`src/rtl/psk_extension_parser_assert.svh`:
```
// Assertion macros shared by the PSK extension parser RTL.
`ifndef PSK_EXTENSION_PARSER_ASSERT_SVH
`define PSK_EXTENSION_PARSER_ASSERT_SVH

`ifndef SYNTHESIS
// Checks that an expression holds at every clock edge outside reset.
`define PSK_ASSERT_HOLDS(label, clk, rst, expr, msg) \
  label: assert property (@(posedge clk) disable iff (rst) (expr)) else $error(msg);
// Checks a property over time, written with an implication operator.
`define PSK_ASSERT_PROP(label, clk, rst, prop, msg) \
  label: assert property (@(posedge clk) disable iff (rst) prop) else $error(msg);
`else
`define PSK_ASSERT_HOLDS(label, clk, rst, expr, msg)
`define PSK_ASSERT_PROP(label, clk, rst, prop, msg)
`endif

`endif

```
`src/rtl/psk_pkg.sv`:
```
// Package with the types and constants of the PSK extension parser.
`default_nettype none

package psk_pkg;

  // Widths of the stream words.
  localparam int S_TDATA_W = 8;
  localparam int M_TDATA_W = 64;

  // Byte counter width and its saturation value.
  localparam int CNT_W = 17;
  localparam logic [CNT_W-1:0] COUNT_MAX = {CNT_W{1'b1}};

  // Extension type code of the PSK extension.
  localparam logic [15:0] PSK_TYPE = 16'h0029;

  // Byte offsets of the captured fields; the age and binder offsets also count the identity length.
  localparam logic [CNT_W-1:0] TYPE_END   = 17'd2;
  localparam logic [CNT_W-1:0] BODY_END   = 17'd4;
  localparam logic [CNT_W-1:0] IDLEN_HI   = 17'd6;
  localparam logic [CNT_W-1:0] IDLEN_LO   = 17'd7;
  localparam logic [CNT_W-1:0] AGE_FIRST  = 17'd8;
  localparam logic [CNT_W-1:0] AGE_LAST   = 17'd11;
  localparam logic [CNT_W-1:0] BINDER_OFS = 17'd14;

  // Constants of the length checks.
  localparam logic [CNT_W-1:0] HDR_LEN    = 17'd4;
  localparam logic [CNT_W-1:0] MIN_TAIL   = 17'd15;
  localparam logic [CNT_W-1:0] BODY_FIXED = 17'd11;

  // One input word held in the input register.
  typedef struct packed {
    logic [7:0] data_byte;
    logic       last;
  } psk_item_t;

  // One parse result.
  typedef struct packed {
    logic [7:0]  binder_size;
    logic [31:0] obf_age;
    logic [15:0] identity_length;
    logic        ok;
  } psk_result_t;

endpackage

`default_nettype wire

```
`src/rtl/psk_in_reg.sv`:
```
// Input register of the parser: holds one accepted word until the capture stage takes it.
`default_nettype none

module psk_in_reg (
  input  wire logic                          clk,
  input  wire logic                          rst,
  input  wire logic                          s_tvalid,
  output logic                               s_tready,
  input  wire logic [psk_pkg::S_TDATA_W-1:0] s_tdata,  // [7:0] data_byte
  input  wire logic                          s_tlast,  // last
  input  wire logic                          advance,
  output logic                               held_valid,
  output psk_pkg::psk_item_t                 held_item
);
  import psk_pkg::*;

  logic take;

  // A new word may enter when the register is empty or drains this cycle.
  assign s_tready = !held_valid || advance;
  assign take     = s_tvalid && s_tready;

  // Occupancy flag.
  always_ff @(posedge clk) begin
    if (rst) begin
      held_valid <= 1'b0;
    end else if (take) begin
      held_valid <= 1'b1;
    end else if (advance) begin
      held_valid <= 1'b0;
    end
  end

  // Payload needs no reset.
  always_ff @(posedge clk) begin
    if (take) begin
      held_item.data_byte <= s_tdata;
      held_item.last      <= s_tlast;
    end
  end

endmodule

`default_nettype wire

```
`src/rtl/psk_capture.sv`:
```
// Byte counter, field capture registers and the well-formedness checks.
`default_nettype none

module psk_capture (
  input  wire logic               clk,
  input  wire logic               rst,
  input  wire logic               advance,
  input  wire psk_pkg::psk_item_t item,
  output psk_pkg::psk_result_t    result
);
  import psk_pkg::*;

  logic [CNT_W-1:0] byte_count, byte_count_next;
  logic [15:0]      type_field, type_field_next;
  logic [15:0]      body_length, body_length_next;
  logic [15:0]      ident_len_reg, ident_len_reg_next;
  logic [31:0]      age_reg, age_reg_next;
  logic [7:0]       bsize_reg, bsize_reg_next;

  logic [CNT_W-1:0] ident_wide;
  logic [CNT_W-1:0] body_wide;
  logic [CNT_W-1:0] len_sum;
  logic             in_age;
  logic             is_binder;
  logic             ok;

  // Offsets that move with the identity length.
  assign ident_wide = {1'b0, ident_len_reg};
  assign in_age     = (byte_count >= ident_wide + AGE_FIRST) &&
                      (byte_count <= ident_wide + AGE_LAST);
  assign is_binder  = (byte_count == ident_wide + BINDER_OFS);

  // Capture of the current byte at its offset; the counter saturates.
  always_comb begin
    type_field_next    = type_field;
    body_length_next   = body_length;
    ident_len_reg_next = ident_len_reg;
    age_reg_next       = age_reg;
    bsize_reg_next     = bsize_reg;
    if (byte_count < TYPE_END) begin
      type_field_next = {type_field[7:0], item.data_byte};
    end else if (byte_count < BODY_END) begin
      body_length_next = {body_length[7:0], item.data_byte};
    end else if (byte_count == IDLEN_HI || byte_count == IDLEN_LO) begin
      ident_len_reg_next = {ident_len_reg[7:0], item.data_byte};
    end else if (in_age) begin
      age_reg_next = {age_reg[23:0], item.data_byte};
    end else if (is_binder) begin
      bsize_reg_next = item.data_byte;
    end
    byte_count_next = (byte_count == COUNT_MAX) ? byte_count : byte_count + 17'd1;
  end

  // Length checks on the values that include the current byte.
  assign body_wide = {1'b0, body_length_next};
  assign len_sum   = {1'b0, ident_len_reg_next} + {9'd0, bsize_reg_next};
  assign ok = (type_field_next == PSK_TYPE) &&
              (body_wide + HDR_LEN <= byte_count_next) &&
              (byte_count_next >= len_sum + MIN_TAIL) &&
              (body_wide == len_sum + BODY_FIXED);

  // A malformed offer reports all fields as zero.
  always_comb begin
    result.ok              = ok;
    result.identity_length = ok ? ident_len_reg_next : 16'd0;
    result.obf_age         = ok ? age_reg_next : 32'd0;
    result.binder_size     = ok ? bsize_reg_next : 8'd0;
  end

  // Parse state; the last word of a buffer clears it for the next one.
  always_ff @(posedge clk) begin
    if (rst || (advance && item.last)) begin
      byte_count    <= '0;
      type_field    <= '0;
      body_length   <= '0;
      ident_len_reg <= '0;
      age_reg       <= '0;
      bsize_reg     <= '0;
    end else if (advance) begin
      byte_count    <= byte_count_next;
      type_field    <= type_field_next;
      body_length   <= body_length_next;
      ident_len_reg <= ident_len_reg_next;
      age_reg       <= age_reg_next;
      bsize_reg     <= bsize_reg_next;
    end
  end

endmodule

`default_nettype wire

```
`src/rtl/psk_out_reg.sv`:
```
// Result register driving the master side of the stream.
`default_nettype none

module psk_out_reg (
  input  wire logic                          clk,
  input  wire logic                          rst,
  input  wire logic                          load,
  input  wire psk_pkg::psk_result_t          result,
  output logic                               m_tvalid,
  input  wire logic                          m_tready,
  // [0] ok, [16:1] identity_length, [48:17] obf_age, [56:49] binder_size,
  // [63:57] zero
  output logic [psk_pkg::M_TDATA_W-1:0]      m_tdata,
  output logic                               free
);
  import psk_pkg::*;

  psk_result_t held;

  // The slot can take a result when empty or when its word leaves now.
  assign free = !m_tvalid || m_tready;

  // Valid flag.
  always_ff @(posedge clk) begin
    if (rst) begin
      m_tvalid <= 1'b0;
    end else if (load) begin
      m_tvalid <= 1'b1;
    end else if (m_tready) begin
      m_tvalid <= 1'b0;
    end
  end

  // Result payload.
  always_ff @(posedge clk) begin
    if (load) begin
      held <= result;
    end
  end

  // Pack fields from the lowest bit up, pad to whole bytes.
  assign m_tdata = {{(M_TDATA_W - $bits(psk_result_t)){1'b0}}, held};

endmodule

`default_nettype wire

```
`src/rtl/psk_extension_parser.sv`:
```
// Top level of the TLS 1.3 PSK extension parser.
//
//   Channel  Direction  Word                         Fields in tdata, lowest bit first
//   s_*      in         one extension byte           data_byte[7:0]; tlast = last
//   m_*      out        one parse result per buffer  ok, identity_length,
//                                                    obf_age, binder_size
//
// An accepted byte sits in the input register and is counted and captured as it
// advances; a closing byte loads its result into the output register at that edge,
// so m_tvalid rises once the closing byte leaves the input register. One byte is
// taken per cycle unless a closing byte stalls; the output register decouples the
// two sides. A stalled master holds only a last byte in the input register.
// Synchronous active-high reset clears the counter and all captured fields.
`default_nettype none

module psk_extension_parser (
  input  wire logic                          clk,
  input  wire logic                          rst,
  input  wire logic                          s_tvalid,
  output logic                               s_tready,
  input  wire logic [psk_pkg::S_TDATA_W-1:0] s_tdata,  // [7:0] data_byte
  input  wire logic                          s_tlast,  // last
  output logic                               m_tvalid,
  input  wire logic                          m_tready,
  // [0] ok, [16:1] identity_length, [48:17] obf_age, [56:49] binder_size,
  // [63:57] zero
  output logic [psk_pkg::M_TDATA_W-1:0]      m_tdata
);
  import psk_pkg::*;

`include "psk_extension_parser_assert.svh"

  logic        held_valid;
  psk_item_t   held_item;
  psk_result_t result;
  logic        out_free;
  logic        advance;
  logic        load;
  logic        res_clean;
  logic        close_stuck;
  logic        mid_held;

  // A held byte moves on unless it closes a buffer and the result slot is busy.
  assign advance = held_valid && (!held_item.last || out_free);
  assign load    = advance && held_item.last;

  psk_in_reg u_in_reg (
    .clk        (clk),
    .rst        (rst),
    .s_tvalid   (s_tvalid),
    .s_tready   (s_tready),
    .s_tdata    (s_tdata),
    .s_tlast    (s_tlast),
    .advance    (advance),
    .held_valid (held_valid),
    .held_item  (held_item)
  );

  psk_capture u_capture (
    .clk     (clk),
    .rst     (rst),
    .advance (advance),
    .item    (held_item),
    .result  (result)
  );

  psk_out_reg u_out_reg (
    .clk      (clk),
    .rst      (rst),
    .load     (load),
    .result   (result),
    .m_tvalid (m_tvalid),
    .m_tready (m_tready),
    .m_tdata  (m_tdata),
    .free     (out_free)
  );

  // Conditions watched by the assertions below.
  assign res_clean   = m_tdata[0] || (m_tdata[56:1] == 56'd0);
  assign close_stuck = held_valid && held_item.last && !out_free;
  assign mid_held    = held_valid && !held_item.last;

  // A malformed result carries zero fields.
  `PSK_ASSERT_HOLDS(a_bad_is_zero, clk, rst, !m_tvalid || res_clean, "bad result has nonzero fields")

  // A closing byte cannot pass a stalled result, so the input side must stall.
  `PSK_ASSERT_PROP(a_stall_back, clk, rst, close_stuck |-> !s_tready, "closing byte overtaken")

  // Every closing byte that advances shows up as a valid result next cycle.
  `PSK_ASSERT_PROP(a_result_out, clk, rst, load |=> m_tvalid, "closing byte produced no result")

  // Bytes that do not close a buffer never wait in the input register.
  `PSK_ASSERT_PROP(a_flow_mid, clk, rst, mid_held |-> advance, "middle byte stalled")

endmodule

`default_nettype wire
```
`config.mk`:
```
export PLATFORM = sky130hd
export DESIGN_NAME = psk_extension_parser
export DESIGN_NICKNAME = d
export VERILOG_FILES = /design/src/rtl/psk_pkg.sv /design/src/rtl/psk_in_reg.sv /design/src/rtl/psk_capture.sv /design/src/rtl/psk_out_reg.sv /design/src/rtl/psk_extension_parser.sv
export VERILOG_INCLUDE_DIRS = /design/src /design/src/rtl
export SDC_FILE = /design/constraint.sdc
export NUM_CORES = 1
export LEC_CHECK = 0
export BUFFER_PORTS_ARGS = -buffer_cell sky130_fd_sc_hd__buf_2
export CAP_MARGIN = 20
export CORE_MARGIN = 1
export CORE_UTILIZATION = 37
export CTS_CLUSTER_DIAMETER = 50
export DETAILED_ROUTE_END_ITERATION = 10
export GPL_ROUTABILITY_DRIVEN = 0
export SLEW_MARGIN = 20
export SYNTH_ARGS = -nofsm -noshare
export SYNTH_HDL_FRONTEND = slang
export SYNTH_SLANG_ARGS = --single-unit
```
`constraint.sdc`:
```
create_clock -name clk -period 9.28 [get_ports clk]
set_clock_uncertainty 0.2 [all_clocks]
set_input_delay 1.856 -clock clk [delete_from_list [all_inputs] [get_ports clk]]
set_output_delay 1.856 -clock clk [all_outputs]
set_load 0.05 [all_outputs]
```
---- After elaboration in Yosys (flattened, before gate mapping) ----
Cells that the tools add are included.
word-level totals
  bits in registers ....................... 173
  bits in latches ......................... 0
  bits in writable memories ............... 0
  ROM bits ................................ 0
  output and inout port bits .............. 66
  memories ................................ 0
cells by class
  add/sub/neg operators ................... 8
  $mul .................................... 0
  div/mod/pow operators ................... 0
  order comparisons ....................... 6
  equal/unequal tests ..................... 6
  shift operators ......................... 0
  mux-type cells .......................... 20
  bitwise logic cells ..................... 0
  reductions and logical operators ........ 17
operator list
  kind                                                                    number
  32-bit 2-to-1 mux                                                       4
  16-bit 2-to-1 mux                                                       6
  16-bit by 4-bit adder with 17-bit output, second input constant         3
  8-bit 2-to-1 mux                                                        5
  17-bit by 4-bit adder with 17-bit output, second input constant         2
  17-bit by 3-bit equality test with 1-bit output, second input constant  2
  17-bit >= comparator                                                    2
  17-bit less-or-equal comparator                                         2
  16-bit by 3-bit adder with 17-bit output, second input constant         1
  16-bit by 8-bit adder with 17-bit output                                1
  17-bit by 1-bit adder with 17-bit output, second input constant         1
  16-bit by 17-bit equality test with 1-bit output                        1
  17-bit equality test                                                    1
  17-bit equality test, second input constant                             1
  17-bit by 2-bit < comparator with 1-bit output, second input constant   1
  17-bit by 3-bit < comparator with 1-bit output, second input constant   1
  17-bit 2-to-1 mux                                                       1
  16-bit by 6-bit equality test with 1-bit output, second input constant  1
  1-bit logical AND                                                       7
  1-bit logical OR                                                        5
  1-bit 2-to-1 mux                                                        4
  2-bit nonzero test                                                      2
  1-bit zero test                                                         3

---- Longest topological paths before layout ----
  word-level depth ........................ 12
  depth in mapped cells ................... 42
  gate-level depth less buffers ........... 39

---- By module ----
A second synthesis with hierarchy kept.
unflattened totals
  cells, all modules ...................... 1426
  area, all modules ....................... 12335.6 um2
modules (own cells, without submodules)
  module                times used  cells an instance  area an instance (um2)
  psk_capture           1           1340               10177.3
  psk_out_reg           1           69                 1814.2
  psk_in_reg            1           14                 325.3
  psk_extension_parser  1           3                  18.8

---- Worst setup path before layout ----
No wires, ideal clock.
  kind .................................... reg2reg
  start ................................... register u_capture.ident_len_reg[3]
  end ..................................... register u_out_reg.held (netlist bit u_out_reg.m_tdata[16]) (data pin)
  library setup time ...................... 0.271 ns
  arrival time ............................ 7.520 ns
  setup slack ............................. 1.289 ns
  cell stages (with the launch flop) ...... 40
  path buffers ............................ 4
  cell sequence ........................... dfxtp_1 -> clkbuf_1 -> inv_1 -> ha_1 -> nor2b_1 -> nor2_1 -> nor2_1 -> nand3_1 -> nor2_1 -> xnor2_1 -> ha_1 -> and4_1 -> nand4_1 -> o311ai_0 -> a22oi_1 -> a2111o_1 -> buf_2 -> mux2i_1 -> (+4 left out) -> nor3b_1 -> a311o_1 -> nand2b_1 -> nor2_1 -> and3_1 -> xnor2_1 -> ha_1 -> a21o_1 -> a21o_1 -> a21oi_1 -> nand4_1 -> a221o_1 -> a21o_1 -> o2111ai_1 -> or4_4 -> buf_6 -> buf_4 -> nor3_2
on the way
  word-level cells in the longest chain between the ends .. 12
RTL lines
  element                                                             line                                                     source
  from (decl)                                                         psk_capture.sv:16                                        logic [15:0] ident_len_reg, ident_len_reg_next;
  from (signal assigned)                                              psk_capture.sv:83                                        ident_len_reg <= ident_len_reg_next;
  16-bit by 4-bit adder with 17-bit output, on equally long branches  psk_capture.sv:29, psk_capture.sv:30, psk_capture.sv:31
  17-bit >= comparator (tied with other cells)                        psk_capture.sv:29                                        assign in_age = (byte_count >= ident_wide + AGE_FIRST) &&
  1-bit logical AND or 8-bit 2-to-1 mux (tied branches)               psk_capture.sv:29, psk_capture.sv:48
  8-bit 2-to-1 mux *                                                  psk_capture.sv:46                                        end else if (in_age) begin
  8-bit 2-to-1 mux *                                                  psk_capture.sv:44                                        end else if (byte_count == IDLEN_HI || byte_count == IDLEN_LO) begin
  8-bit 2-to-1 mux *                                                  psk_capture.sv:42                                        end else if (byte_count < BODY_END) begin
  8-bit 2-to-1 mux *                                                  psk_capture.sv:40                                        if (byte_count < TYPE_END) begin
  via u_capture.bsize_reg_next[1]                                     psk_capture.sv:18                                        logic [7:0] bsize_reg, bsize_reg_next;
  16-bit by 8-bit adder with 17-bit output *                          psk_capture.sv:56                                        assign len_sum = {1'b0, ident_len_reg_next} + {9'd0, bsize_reg_next};
  17-bit by 4-bit adder with 17-bit output                            psk_capture.sv:59                                        (byte_count_next >= len_sum + MIN_TAIL) &&
  17-bit >= comparator                                                psk_capture.sv:59
  1-bit logical AND                                                   psk_capture.sv:58                                        (body_wide + HDR_LEN <= byte_count_next) &&
  1-bit logical AND *                                                 psk_capture.sv:59
  to (signal assigned)                                                psk_out_reg.sv:37                                        held <= result;
  to (decl)                                                           psk_out_reg.sv:18                                        psk_result_t held;
Mark *: on every way through the listed nets, which the timed path passes. The rest lies on a longest branch.
A chain may end at the register's enable or synchronous reset.

---- Worst setup path after layout ----
  start ................................... register u_capture.ident_len_reg[0]
  end ..................................... register u_out_reg.held (netlist bit u_out_reg.m_tdata[32]) (data pin)
The elaborated chain is that of the path after synthesis.

==> metrics.txt <==
Synth top cells by count=nand2_1 (174), nor2_1 (117), dfxtp_1 (107); drt drc=0; CP max stage delay=630 ps; Lkg Pwr=5.13 nW; Yosys Warn Count=0; CP dominant cell by count=ha_1; Worst Path Required=9360 ps; post-synth cell types=82; syn avg cell area=8.75 µm²; CP top delay family=compound AO/OA/AOI/OAI gates; initial antenna violation count=0; HP Class=flip-flop to flip-flop; num rows=66; layout net count=1525; Mapped Cells=approximately 1400; initial core utilization=37.5%; Antenna Violating Nets Remaining=0; total detailed-routing wirelength=34000 µm; DRT iter0 DRCs=933; maximum clock rate=112 MHz; Clock Latency Late Sink=roughly 450 ps; critical path startpoint category=flip-flop; Crit. End Element=flip-flop; top cells by area, synth=dfxtp_1 (18%), edfxtp_1 (16%), ha_1 (8.9%), mux2i_1 (5.5%), nand2_1 (5.4%); setup tns final=0 ps; first-pass GRT wire length=53200 µm; post-synth top area cell=dfxtp_1; CTS Hold Buffers Added=0; vias in the first global route=9587; number of buffers added on ports=roughly 70; status=complete, no violations; Mapped Area=12200 µm²; number of detailed-route iterations in the first pass=5; WHS=between 200 and 300 ps; diode count=0; Synth Flop Type=dfxtp_1; full die area=33600 µm²; slowest CP cell=or4_4; number of vias per cell=5.48; EDFF count, synth=66; max-slew violation count=0; Synth top area share=between 10% and 20%; Largest register FFs=between 50 and 60; Setup violations, final=0; core area=roughly 32000 µm²; H-tree depth=4; die height=183 µm; largest net degree at the start of global routing=77; kind of critical path=flip-flop to flip-flop; Die X=183 µm; Hold Fails Final Rpt=0; Worst-path clk slew=80 ps; GRT Util Overall=20.1%; CTS tree=built; Peak VDD IR=0.121 mV; Rel. slew slack=~37%; CTS Buf Count=17; Max FO, Critical Path=28; Clock Path Buffers=2; Seq/Total Area, Yosys=between 30 and 40%; arrival time worst endpoint=8980 ps; grt ovf=0; Layout area overhead=12.5%; max-cap viol count=0; share of cells above drive strength 1=15.9%; asr flop ratio synth=0%; via count=10300; clk sink count=173; worst slew pin tran=929 ps; crit path time final=between 8000 and 9000 ps; dpl hpwl=24700 µm; top-count cell post-synth=nand2_1; drt wl/cell=18.1 µm; Pwr Density=132 nW/µm²; io pins=79; CTS root buffer=clkbuf_16; crit path buf inv count=4; Synth Register Bits=173; filler instances=approximately 3200; Final Cycle Share=95.9%
-- worst reg2reg max path: cells and delay by family (launching register included) --
family | cells | cell delay [ps]
adder cells (fa/ha/maj) | 5 | 1480
multiplexers | 2 | 670
AND/OR/NAND/NOR | 13 | 2590
flip-flops | 1 | 390
XOR/XNOR | 2 | 220
AO/OA/AOI/OAI | 11 | 2590
buffers and inverters | 4 | 590
-- layout by cell type, fill, tap and decap left out, drive strengths merged, types with 10 or more instances in the layout --
master and count:
ha 86, o21a 10, o21ai 35, nor2 118, a21o 26, and2 11
inv 52, edfxtp 66, nand3 22, nor4 11, nor2b 17, xor2 56
nand4 29, and3 11, a211oi 34, a21oi 103, nor3b 12, dfxtp 107
nand2 175, nor3 76, xnor2 68, clkbuf 18, mux2i 69, buf 104
-- cells by family after synthesis --
kind of cell               share of synthesized area, %
xor gates and xnor gates                           9.12
buffers and inverters                              5.04
adders and majority gates                          9.02
AOI/OAI and AO/OA                                  13.9
muxes                                              6.48
DFF                                                33.9
and+or+nand+nor                                    22.5
other                                            0.0308
-- what timing repair did --
action                     CTS  global route
setup buffers                0             4
gates resized for setup      0            25
setup endpoints to repair    0            57
-- final timing paths --
kind	startpoint	endpoint	slack [ps]	cells past startpoint
worst max-delay path	u_capture.ident_len_reg[0]	u_out_reg.m_tdata[32]	380	37
worst min-delay path	u_capture.body_length[15]	u_capture.body_length[15]	260	2
worst max register to register	u_capture.ident_len_reg[0]	u_out_reg.m_tdata[32]	380	37
worst min register to register	u_capture.body_length[15]	u_capture.body_length[15]	260	2
-- through the flow --
step / setup slack (ps) / area, µm² / utilization [%] / total power, mW / instances
4_1_cts: 180 / 13500 / 41.7 / 1.82 / 1875
6_report: 381 / 13700 / 42.2 / 1.81 / 1880
3_5_place_dp: 229 / 12900 / 39.7 / 1.06 / 1843
5_1_grt: -36.5 / 13700 / 42.2 / 1.87 / 1880
3_3_place_gp: 485 / 12900 / 39.7 / 1.06 / 1843
2_1_floorplan: 1290 / 12200 / - / 1.00 / 1396
-- layer usage --
layer | GRT usage, % | part of all wire (%) | vias to the layer above | wire length (µm)
li1 | - | - | 5012 | -
met1 | 28.0 | 47 | 4944 | 16000
met2 | 31.8 | 45 | 300 | 15400
met3 | 3.14 | 5.5 | 55 | 1880
met4 | 6.47 | 2.2 | 0 | 754
met5 | 0 | 0 | - | 0
-- power by group --
part           switching [mW]  internal [mW]  total (mW)
Combinational           0.154         0.0762       0.230
Sequential             0.0202          0.800       0.820
Clock                   0.385          0.375       0.760
Total                   0.559           1.25        1.81
-- layout make-up --
class	count	area (µm²)	share of cell area, %
flip-flops and latches	173	4130	30.2
clock inverters	15	204	1.49
multi-input cells	1084	7560	55.2
repair buffers	105	648	4.74
clock buffers	17	425	3.11
inverters	44	165	1.21
well taps	442	553	4.04
(Power assumes the default switching activity.)
